### src/rtl/pfa_pkg.sv
`default_nettype none
package pfa_pkg;

   // Defaults for the top-level parameters
   localparam int DEF_MAX_DIGITS = 32;
   localparam int DEF_FRAC_BITS  = 32;

   // Fixed field widths
   localparam int DATA_W   = 32;
   localparam int BASE_W   = 8;
   localparam int COUNT_W  = 6;
   localparam int CNT_EFF_W = 7;
   localparam int ADDR_W   = 3;

   // Quotient bits resolved per Horner pipeline stage
   localparam int DIV_STEP = 8;

   // Register reset values
   localparam logic [BASE_W-1:0]  BASE_RESET  = 8'd2;
   localparam logic [COUNT_W-1:0] COUNT_RESET = 6'd32;

   // Register indexes
   typedef enum logic [0:0] {
      REG_DIGIT_BASE  = 1'b0,
      REG_DIGIT_COUNT = 1'b1
   } reg_index_type;

   // Radix below two is treated as two
   function automatic logic [BASE_W-1:0] eff_base(input logic [BASE_W-1:0] p);
      eff_base = (p < BASE_W'(2)) ? BASE_W'(2) : p;
   endfunction

endpackage
`default_nettype wire

### src/rtl/pfa_horner_digit.sv
`default_nettype none
module pfa_horner_digit import pfa_pkg::*; #(
   parameter int FRAC_BITS  = DEF_FRAC_BITS,
   parameter int MAX_DIGITS = DEF_MAX_DIGITS,
   parameter int DIG        = 0
) (
   input  wire logic                              clock,
   input  wire logic                              reset,
   input  wire logic                              en,
   input  wire logic                              in_valid,
   input  wire logic [FRAC_BITS-1:0]              in_r,
   input  wire logic [MAX_DIGITS-1:0][BASE_W-1:0] in_digits,
   input  wire logic [BASE_W-1:0]                 base,
   output logic                                   out_valid,
   output logic [FRAC_BITS-1:0]                   out_r,
   output logic [MAX_DIGITS-1:0][BASE_W-1:0]      out_digits
);

   // r = floor((r + d * 2^F) / p): restoring division, remainder seeded with d
   localparam int SUB = (FRAC_BITS + DIV_STEP - 1) / DIV_STEP;

   logic                                  valid_ff  [SUB];
   logic [BASE_W-1:0]                     rem_ff    [SUB];
   logic [FRAC_BITS-1:0]                  wrk_ff    [SUB];
   logic [MAX_DIGITS-1:0][BASE_W-1:0]     digits_ff [SUB];

   for (genvar k = 0; k < SUB; k++) begin : g_sub
      localparam int STEPS = (k == SUB - 1) ? FRAC_BITS - DIV_STEP * (SUB - 1) : DIV_STEP;

      logic                              vld_src;
      logic [BASE_W-1:0]                 rem_src;
      logic [FRAC_BITS-1:0]              wrk_src;
      logic [MAX_DIGITS-1:0][BASE_W-1:0] dig_src;
      logic [BASE_W-1:0]                 rem_in;
      logic [FRAC_BITS-1:0]              wrk_in;
      logic [BASE_W:0]                   trial;

      if (k == 0) begin : g_first
         assign vld_src = in_valid;
         assign rem_src = in_digits[DIG];
         assign wrk_src = in_r;
         assign dig_src = in_digits;
      end else begin : g_next
         assign vld_src = valid_ff[k-1];
         assign rem_src = rem_ff[k-1];
         assign wrk_src = wrk_ff[k-1];
         assign dig_src = digits_ff[k-1];
      end

      // STEPS quotient bits, shifted in at the bottom of the work word
      always_comb begin
         rem_in = rem_src;
         wrk_in = wrk_src;
         trial  = '0;
         for (int s = 0; s < STEPS; s++) begin
            trial  = {rem_in, wrk_in[FRAC_BITS-1]};
            wrk_in = {wrk_in[FRAC_BITS-2:0], 1'b0};
            if (trial >= (BASE_W+1)'(base)) begin
               trial     = trial - (BASE_W+1)'(base);
               wrk_in[0] = 1'b1;
            end
            rem_in = trial[BASE_W-1:0];
         end
      end

      always_ff @(posedge clock) begin
         if (reset) begin
            valid_ff[k] <= 1'b0;
         end else if (en) begin
            valid_ff[k] <= vld_src;
         end
      end

      always_ff @(posedge clock) begin
         if (en) begin
            rem_ff[k]    <= rem_in;
            wrk_ff[k]    <= wrk_in;
            digits_ff[k] <= dig_src;
         end
      end
   end

   assign out_valid  = valid_ff[SUB-1];
   assign out_r      = wrk_ff[SUB-1];
   assign out_digits = digits_ff[SUB-1];

endmodule
`default_nettype wire

### config.mk
export PLATFORM = sky130hd
export DESIGN_NAME = pfa_horner_digit
export DESIGN_NICKNAME = d
export VERILOG_FILES = /design/src/rtl/pfa_pkg.sv /design/src/rtl/pfa_horner_digit.sv
export SDC_FILE = /design/constraint.sdc
export NUM_CORES = 1
export LEC_CHECK = 0
export BUFFER_PORTS_ARGS = -buffer_cell sky130_fd_sc_hd__buf_2
export CORE_ASPECT_RATIO = 1.5
export CORE_MARGIN = 3
export CORE_UTILIZATION = 45
export DETAILED_ROUTE_END_ITERATION = 6
export GPL_ROUTABILITY_DRIVEN = 0
export PLACE_DENSITY = 0.69
export SLEW_MARGIN = 40
export SYNTH_ARGS = -nofsm -noshare
export SYNTH_HDL_FRONTEND = slang
export SYNTH_SLANG_ARGS = --single-unit
### constraint.sdc
create_clock -name clock -period 46.8 [get_ports clock]
set_input_delay 2.34 -clock clock [delete_from_list [all_inputs] [get_ports clock]]
set_output_delay 2.34 -clock clock [all_outputs]
set_load 0.01 [all_outputs]
==> run metrics <==
ranking of synthesized cells by instance count=edfxtp_1, ha_1, inv_1; Area growth, synth to finish=16.8%; max_cap viols=0; pin count of the biggest net entering global routing=156; start-to-end type of the worst setup path=primary input to flip-flop; reg-to-reg slack, setup=26.12 ns; WL per Instance=20.2 microns; antenna violations before repair=5; via count of the first global-routing pass=27.3k; via density per instance=5.21; area inside the core boundary=109000 sq um; final worst-path cycle share=48.6%; Final Slew Violations=0; Least-Margin Pin Slew=0.810 ns; final setup vio count=0; highest-delay cell along the critical path=a21oi_1; number of enable flip-flop cells after synthesis=1180; DIE HEIGHT=411 microns; Period minus WS final=22.73 ns; ys flop type=edfxtp_1; largest clock skew in the final design=0.0635 ns; area enclosed by the die boundary=114000 sq um; maximum operating frequency=44.0 MHz; post-synthesis register bit count=1180; total vias in the final route=27.5k; CTS tree=done; Hold Fails Final Rpt=0; net count of the mapped netlist=3638; clock transition at the registers of the reported paths=0.07 ns; CP required=47.16 ns; hold buffers post-CTS=0; final antenna-violating net count=0; count of distinct cell types in the synthesized netlist=86; post-DP HPWL=76.8 mm; peak per-stage delay on the critical path=0.49 ns; crit end category=flip-flop; ratio of cells with drive above 1 in the final layout=23.3%; Final Routed Wirelength=107 mm; Boundary Pins=589; utilization after layout=53.0%; portion of synthesized cell area occupied by the leading cell type=72.0%; critical-path maximum fanout=17; count of TritonRoute iterations in the first routing pass=5; CTS resizes=0; part of the Yosys area used for sequential elements=72.0%; Setup WS post-layout=24.07 ns; global-route wire length before repair=160 mm; Mean Syn Cell Area=16.1 sq um; maximum buffer depth of the clock tree=3; worst slew slack as a fraction of its limit=46.0%; class of the tightest hold or removal check=flip-flop to flip-flop; Post-route DRC=0; area of the mapped netlist=49200 sq um; total gr overflow=0; data arrival time of the critical path=23.10 ns; Yosys warnings=0; dominant cells by area after synthesis=edfxtp_1, ha_1, mux2_2, xnor2_1, inv_1; total routing resource utilization after global routing=18.4%; Syn Inst Count=3051; Setup Total Neg Slack=0 ns; count of input and output buffers=588; initial core utilization=45.4%; TritonCTS Buffers=103; Post-synth ARST share=0%; master cell of the clock root buffer=clkbuf_16; Nets=4350; status=finished, final reports clean; worst setup slack before clock tree synthesis=23.58 ns; RSZ-0062 raised after global routing=false; most used cell, CP=o21ai_0; leading area contributor after synthesis=edfxtp_1; count of clock tree sinks=1180; Initial DRC Count=2058; count of filler cells inserted in the layout=8845; number of core rows=148; top-count cell post-synth=edfxtp_1; post-CTS setup buffer count=0; type of element launching the critical path=primary input; insertion delay of the later-clocked pin in the worst-skew pair=0.71 ns; H-tree depth=3; die boundary width=276 microns
final cells by class:
| cell class | count | area [sq um] | share of cell area (%) |
|---|---|---|---|
| clock inverters | 58 | 577 | 1.00 |
| clock buffers | 130 | 2700 | 4.69 |
| inverters | 192 | 721 | 1.25 |
| repair buffers | 624 | 3310 | 5.76 |
| well taps | 1425 | 1780 | 3.10 |
| flip-flops and latches | 1180 | 35400 | 61.6 |
| diodes | 3 | 7.51 | 0.0130 |
| multi-input cells | 1662 | 13000 | 22.6 |
worst max-delay path, delay by kind of cell:
family,cells,cell delay (ns)
multiplexers,3,1.25
AO/OA/AOI/OAI,48,10.91
buffers and inverters,12,1.73
adder cells (fa/ha/maj),8,2.29
AND/OR/NAND/NOR,23,4.49
per-stage QoR:
| step | cells | cell area, sq um | hold slack, ns |
|---|---|---|---|
| after CTS | 5269 | 57500 | 0.385 |
| final | 5274 | 57500 | 0.378 |
| after floorplan | 3051 | 49200 | 0.400 |
| after global placement | 5081 | 54200 | 0.400 |
| after global routing | 5274 | 57500 | 0.385 |
| after detailed placement | 5081 | 54200 | 0.405 |
sequential cells by signal (all words and copies together), names as in the netlist:
| signal | cells |
|---|---|
| wrk_ff | 128 |
| digits_ff | 1024 |
| rem_ff | 24 |
| valid_ff | 4 |
worst paths after layout:
path,startpoint,cells past startpoint,endpoint
worst min register to register,digits_ff[2][148],0,digits_ff[3][148]
worst max register to register,rem_ff[0][3],90,rem_ff[1][5]
worst min-delay path,digits_ff[2][148],0,digits_ff[3][148]
worst max-delay path,base[3],94,rem_ff[1][5]
layout by cell type, fill, tap and decap left out, drive strengths merged, types with 92 or more instances in the layout:
cell       n
a21oi    131
edfxtp  1180
inv      194
buf      624
clkbuf   130
nand2    110
o21ai    139
mux2      92
ha       256
nor2     156
metal layers:
metal	wire, microns	GRT usage (%)
met1	43200	23.1
met2	54100	31.9
met3	6270	3.67
met4	3250	6.48
met5	0	0
cells by family after synthesis:
kind of cell               synth area share, %
buffers and inverters                     1.64
adders and majority gates                 7.77
and+or+nand+nor                           5.47
xor gates and xnor gates                  2.45
DFF                                       72.0
AOI/OAI and AO/OA                         7.47
muxes                                     3.23
Power is not shown: default switching activity piles up to over one toggle a cycle in this logic, so the estimate is an artifact.
