**src/rtl/pfa_pkg.sv**
```systemverilog
`default_nettype none
package pfa_pkg;

   // Defaults for the top-level parameters
   localparam int DEF_MAX_DIGITS = 32;
   localparam int DEF_FRAC_BITS  = 32;

   // Fixed field widths
   localparam int DATA_W   = 32;
   localparam int BASE_W   = 8;
   localparam int COUNT_W  = 6;
   localparam int CNT_EFF_W = 7;
   localparam int ADDR_W   = 3;

   // Quotient bits resolved per Horner pipeline stage
   localparam int DIV_STEP = 8;

   // Register reset values
   localparam logic [BASE_W-1:0]  BASE_RESET  = 8'd2;
   localparam logic [COUNT_W-1:0] COUNT_RESET = 6'd32;

   // Register indexes
   typedef enum logic [0:0] {
      REG_DIGIT_BASE  = 1'b0,
      REG_DIGIT_COUNT = 1'b1
   } reg_index_type;

   // Radix below two is treated as two
   function automatic logic [BASE_W-1:0] eff_base(input logic [BASE_W-1:0] p);
      eff_base = (p < BASE_W'(2)) ? BASE_W'(2) : p;
   endfunction

endpackage
`default_nettype wire

```
**src/rtl/pfa_expand_stage.sv**
```systemverilog
`default_nettype none
module pfa_expand_stage import pfa_pkg::*; #(
   parameter int FRAC_BITS  = DEF_FRAC_BITS,
   parameter int MAX_DIGITS = DEF_MAX_DIGITS,
   parameter int DIG        = 0
) (
   input  wire logic                                 clock,
   input  wire logic                                 reset,
   input  wire logic                                 en,
   input  wire logic                                 in_valid,
   input  wire logic [FRAC_BITS-1:0]                 in_a,
   input  wire logic [FRAC_BITS-1:0]                 in_b,
   input  wire logic                                 in_carry,
   input  wire logic [MAX_DIGITS-1:0][BASE_W-1:0]    in_digits,
   input  wire logic [BASE_W-1:0]                    base,
   input  wire logic [CNT_EFF_W-1:0]                 count,
   output logic                                      out_valid,
   output logic [FRAC_BITS-1:0]                      out_a,
   output logic [FRAC_BITS-1:0]                      out_b,
   output logic                                      out_carry,
   output logic [MAX_DIGITS-1:0][BASE_W-1:0]         out_digits
);

   logic                                   valid_ff;
   logic [FRAC_BITS-1:0]                   a_ff, a_in;
   logic [FRAC_BITS-1:0]                   b_ff, b_in;
   logic                                   carry_ff, carry_in;
   logic [MAX_DIGITS-1:0][BASE_W-1:0]      digits_ff, digits_in;
   logic [FRAC_BITS+BASE_W-1:0]            prod_a, prod_b;
   logic [BASE_W:0]                        sum;

   // One digit of each operand, then add with carry modulo p
   always_comb begin
      prod_a    = (FRAC_BITS+BASE_W)'(in_a) * (FRAC_BITS+BASE_W)'(base);
      prod_b    = (FRAC_BITS+BASE_W)'(in_b) * (FRAC_BITS+BASE_W)'(base);
      a_in      = prod_a[FRAC_BITS-1:0];
      b_in      = prod_b[FRAC_BITS-1:0];
      sum       = (BASE_W+1)'(prod_a[FRAC_BITS+BASE_W-1:FRAC_BITS])
                + (BASE_W+1)'(prod_b[FRAC_BITS+BASE_W-1:FRAC_BITS])
                + (BASE_W+1)'(in_carry);
      digits_in = in_digits;
      carry_in  = 1'b0;
      if (sum >= (BASE_W+1)'(base)) begin
         sum      = sum - (BASE_W+1)'(base);
         carry_in = 1'b1;
      end
      // digits past the count stay zero so Horner passes them through
      if (CNT_EFF_W'(DIG) < count) begin
         digits_in[DIG] = sum[BASE_W-1:0];
      end else begin
         digits_in[DIG] = '0;
      end
   end

   always_ff @(posedge clock) begin
      if (reset) begin
         valid_ff <= 1'b0;
      end else if (en) begin
         valid_ff <= in_valid;
      end
   end

   always_ff @(posedge clock) begin
      if (en) begin
         a_ff      <= a_in;
         b_ff      <= b_in;
         carry_ff  <= carry_in;
         digits_ff <= digits_in;
      end
   end

   assign out_valid  = valid_ff;
   assign out_a      = a_ff;
   assign out_b      = b_ff;
   assign out_carry  = carry_ff;
   assign out_digits = digits_ff;

endmodule
`default_nettype wire

```
**config.mk**
```make
export PLATFORM = sky130hd
export DESIGN_NAME = pfa_expand_stage
export DESIGN_NICKNAME = d
export VERILOG_FILES = /design/src/rtl/pfa_pkg.sv /design/src/rtl/pfa_expand_stage.sv
export SDC_FILE = /design/constraint.sdc
export NUM_CORES = 1
export LEC_CHECK = 0
export BUFFER_PORTS_ARGS = -buffer_cell sky130_fd_sc_hd__buf_4
export CAP_MARGIN = 20
export CORE_UTILIZATION = 26
export DETAILED_ROUTE_END_ITERATION = 16
export GPL_TIMING_DRIVEN = 0
export PLACE_DENSITY = 0.45
export SYNTH_ARGS = -nofsm -noshare
export SYNTH_HDL_FRONTEND = slang
export SYNTH_SLANG_ARGS = --single-unit
```
**constraint.sdc**
```tcl
create_clock -name clock -period 9.31 [get_ports clock]
set_clock_uncertainty 0.2 [all_clocks]
set_input_delay 1.862 -clock clock [delete_from_list [all_inputs] [get_ports clock]]
set_output_delay 1.862 -clock clock [all_outputs]
set_load 0.02 [all_outputs]
```
==> results.tsv <==
metric	value	unit
die_w	319	µm
clock_sinks	322	
fin_area	0.0356	mm²
die_h	319	µm
ys_warn_count	0	
yosysSeqAreaShare	36.9	%
end_kind	register	
power_leakage	16.0	nW
cp.required	9540	ps
r2r_setup_slack	8520	ps
vdd_ir_drop_max	0.615	mV
root_buffer	clkbuf_16	
setup-violations-final	0	
grt_max_degree	124	
tightest_slew	765	ps
power_density	359	mW/mm²
crit_path_start_kind	primary input	
syn_inst	2251	
route.detailed.drc	0	
final.setup.tns	0	ps
drt-initial-drc-count	1099	
drive_gt1_share	30.9	%
worstPathMaxFanout	8	
finalNetCount	3815	
async_flop_share	0	%
synth_largest_area_cell	edfxtp_1	
slew_viol_final	0	
wl	100000	µm
rsz0062_at_grt	true	
dp_hpwl	82500	µm
cts_buffer_depth	3	
min_period	9170	ps
synth_area	0.0262	mm²
synth.area.top_cells	edfxtp_1, fa_1, and2_1	
synth_cell_types	67	
ys_ff_latch	322	
io_buffers	644	
r2r_end	out_valid	
die-area	0.102	mm²
wire_per_inst	23.3	µm
postCtsHoldBufs	0	
clk_latency	580	ps
clk_pin_slew	60	ps
cap_violations	0	
startpoint	base[4]	
track_usage	19.6	%
synth_nets	3089	
netlist.area_leader.share	36.8	%
fp-row-count	116	
critPathMaxStageDelay	520	ps
viasPerCell	4.54	
boundaryPins	662	
antenna_found_initial	34	
ys.flop_type	edfxtp_1	
hold_viol	0	
status	finished, final reports clean	
fmax	0.109	GHz
gp_congestion	0.857	
n_fill_cell	10100	
syn_area_per_cell	11.6	µm²
via_count	19600	
endpoint	out_digits[0]	
areaGrowthSynthToFinish	36.1	%
grt-ovfl-total	0	
reg2reg_depth	2	
placed_cell_area	0.0329	mm²
slew_headroom	49.0	%
h-tree-depth	2	
drt_first_pass_iters	5	
multi_input_area	0.0157	mm²
cts_inserted_buffers	42	
fp.coreArea	0.100	mm²
synth_edf_count	321	
final_antenna_net_count	0	
grt_pass1_vias	20900	
cts_tree	yes	
start_util	26.2	%
slowest_stage	fa_1	
timing.rr.start	out_valid	
synthTopCellsByCount	and2_1, fa_1, inv_1	
hold_path.class	register to register	
min_period_over_period	98.5	%
synth_most_common_cell	and2_1	
cp.arrival	9400	ps
seqCellArea	0.00966	mm²
grt_first_pass_wirelength	144000	µm
setup.worst_path.class	primary input to register	
## cells by family after synthesis
| group | share of synthesized area (%) |
|---|---|
| muxes | 0.315 |
| AOI/OAI and AO/OA | 5.91 |
| DFF | 36.9 |
| adders and majority gates | 34.2 |
| and+or+nand+nor | 14.2 |
| xor gates and xnor gates | 2.61 |
| buffers and inverters | 5.88 |
## placed cells by master, fill, tap and decap left out, types with 18 or more instances in the layout
| cell type | instances |
|---|---|
| fa_1 | 356 |
| xnor2_1 | 49 |
| a21o_1 | 36 |
| edfxtp_1 | 321 |
| xor2_1 | 24 |
| o21ai_0 | 25 |
| nand2_1 | 207 |
| ha_1 | 110 |
| buf_4 | 688 |
| a21oi_1 | 70 |
| ha_4 | 18 |
| nor2_1 | 43 |
| and2_1 | 359 |
| inv_1 | 333 |
| clkbuf_16 | 45 |
## registers in the layout, indices dropped and copies added (netlist names)
register and flops:
out_a 32, out_b 32, out_carry 1, out_digits 256, out_valid 1
## layout make-up
type / instances / share of cell area (%)
inverters: 337 / 3.55
diodes: 11 / 0.0772
clock buffers: 50 / 3.09
flip-flops and latches: 322 / 27.1
clock inverters: 26 / 0.691
well taps: 1298 / 4.56
plain buffers: 65 / 2.02
multi-input cells: 1520 / 44.1
repair buffers: 689 / 14.8
## report_power, final
group / internal (W) / leakage [nW] / switching [W]
clock: 0.000936 / 0.644 / 0.000670
sequential: 0.00216 / 3.15 / 0.0000783
combinational: 0.00401 / 12.2 / 0.00495
## through the flow
stage          std cells  hold slack, ps  utilization [%]  setup slack (ps)  total power [W]
5_1_grt             4310             355             35.6              -146           0.0139
3_3_place_gp        4193             295             32.8             -2110           0.0100
4_1_cts             4277             324             34.8              5.95           0.0122
2_1_floorplan       2251             379                -             -6.28          0.00787
6_report            4318             320             35.6               142           0.0128
3_5_place_dp        4197             300             32.9             -2200           0.0101
## repair_timing
action                     4_1_cts  5_1_grt
setup endpoints to repair        9        9
buffers inserted                 7       34
resized for setup              143      164
cloned                           1        0
pin swaps                       14       68
hold endpoints to repair         0        0
## worst min path at each step
stage | slack (ps) | cells after the start | end | start
global placement | 290 | 2 | out_valid | out_valid
detailed placement | 300 | 2 | out_valid | out_valid
floorplan | 380 | 2 | out_valid | out_valid
finish | 320 | 2 | out_valid | out_valid
global route | 360 | 2 | out_valid | out_valid
CTS | 320 | 2 | out_valid | out_valid
## metal layers
layer	wire [µm]	vias to the layer above	track usage [%]	share of wire, %
li1	-	8738	-	-
met1	37800	10000	22.6	38
met2	50600	621	33.7	50
met3	8540	153	6.67	8.5
met4	3190	44	6.49	3.2
met5	283	-	0	0.28
## critical path: cells and delay by family
family                     cells  cell delay (ps)
AOI/OAI and AO/OA             12             2080
xor gates and xnor gates       1              200
adders and majority gates      8             3140
buffers and inverters          6              620
muxes                          1              340
and+or+nand+nor                8             1140
Note: power is estimated with default switching activity, not from simulation.
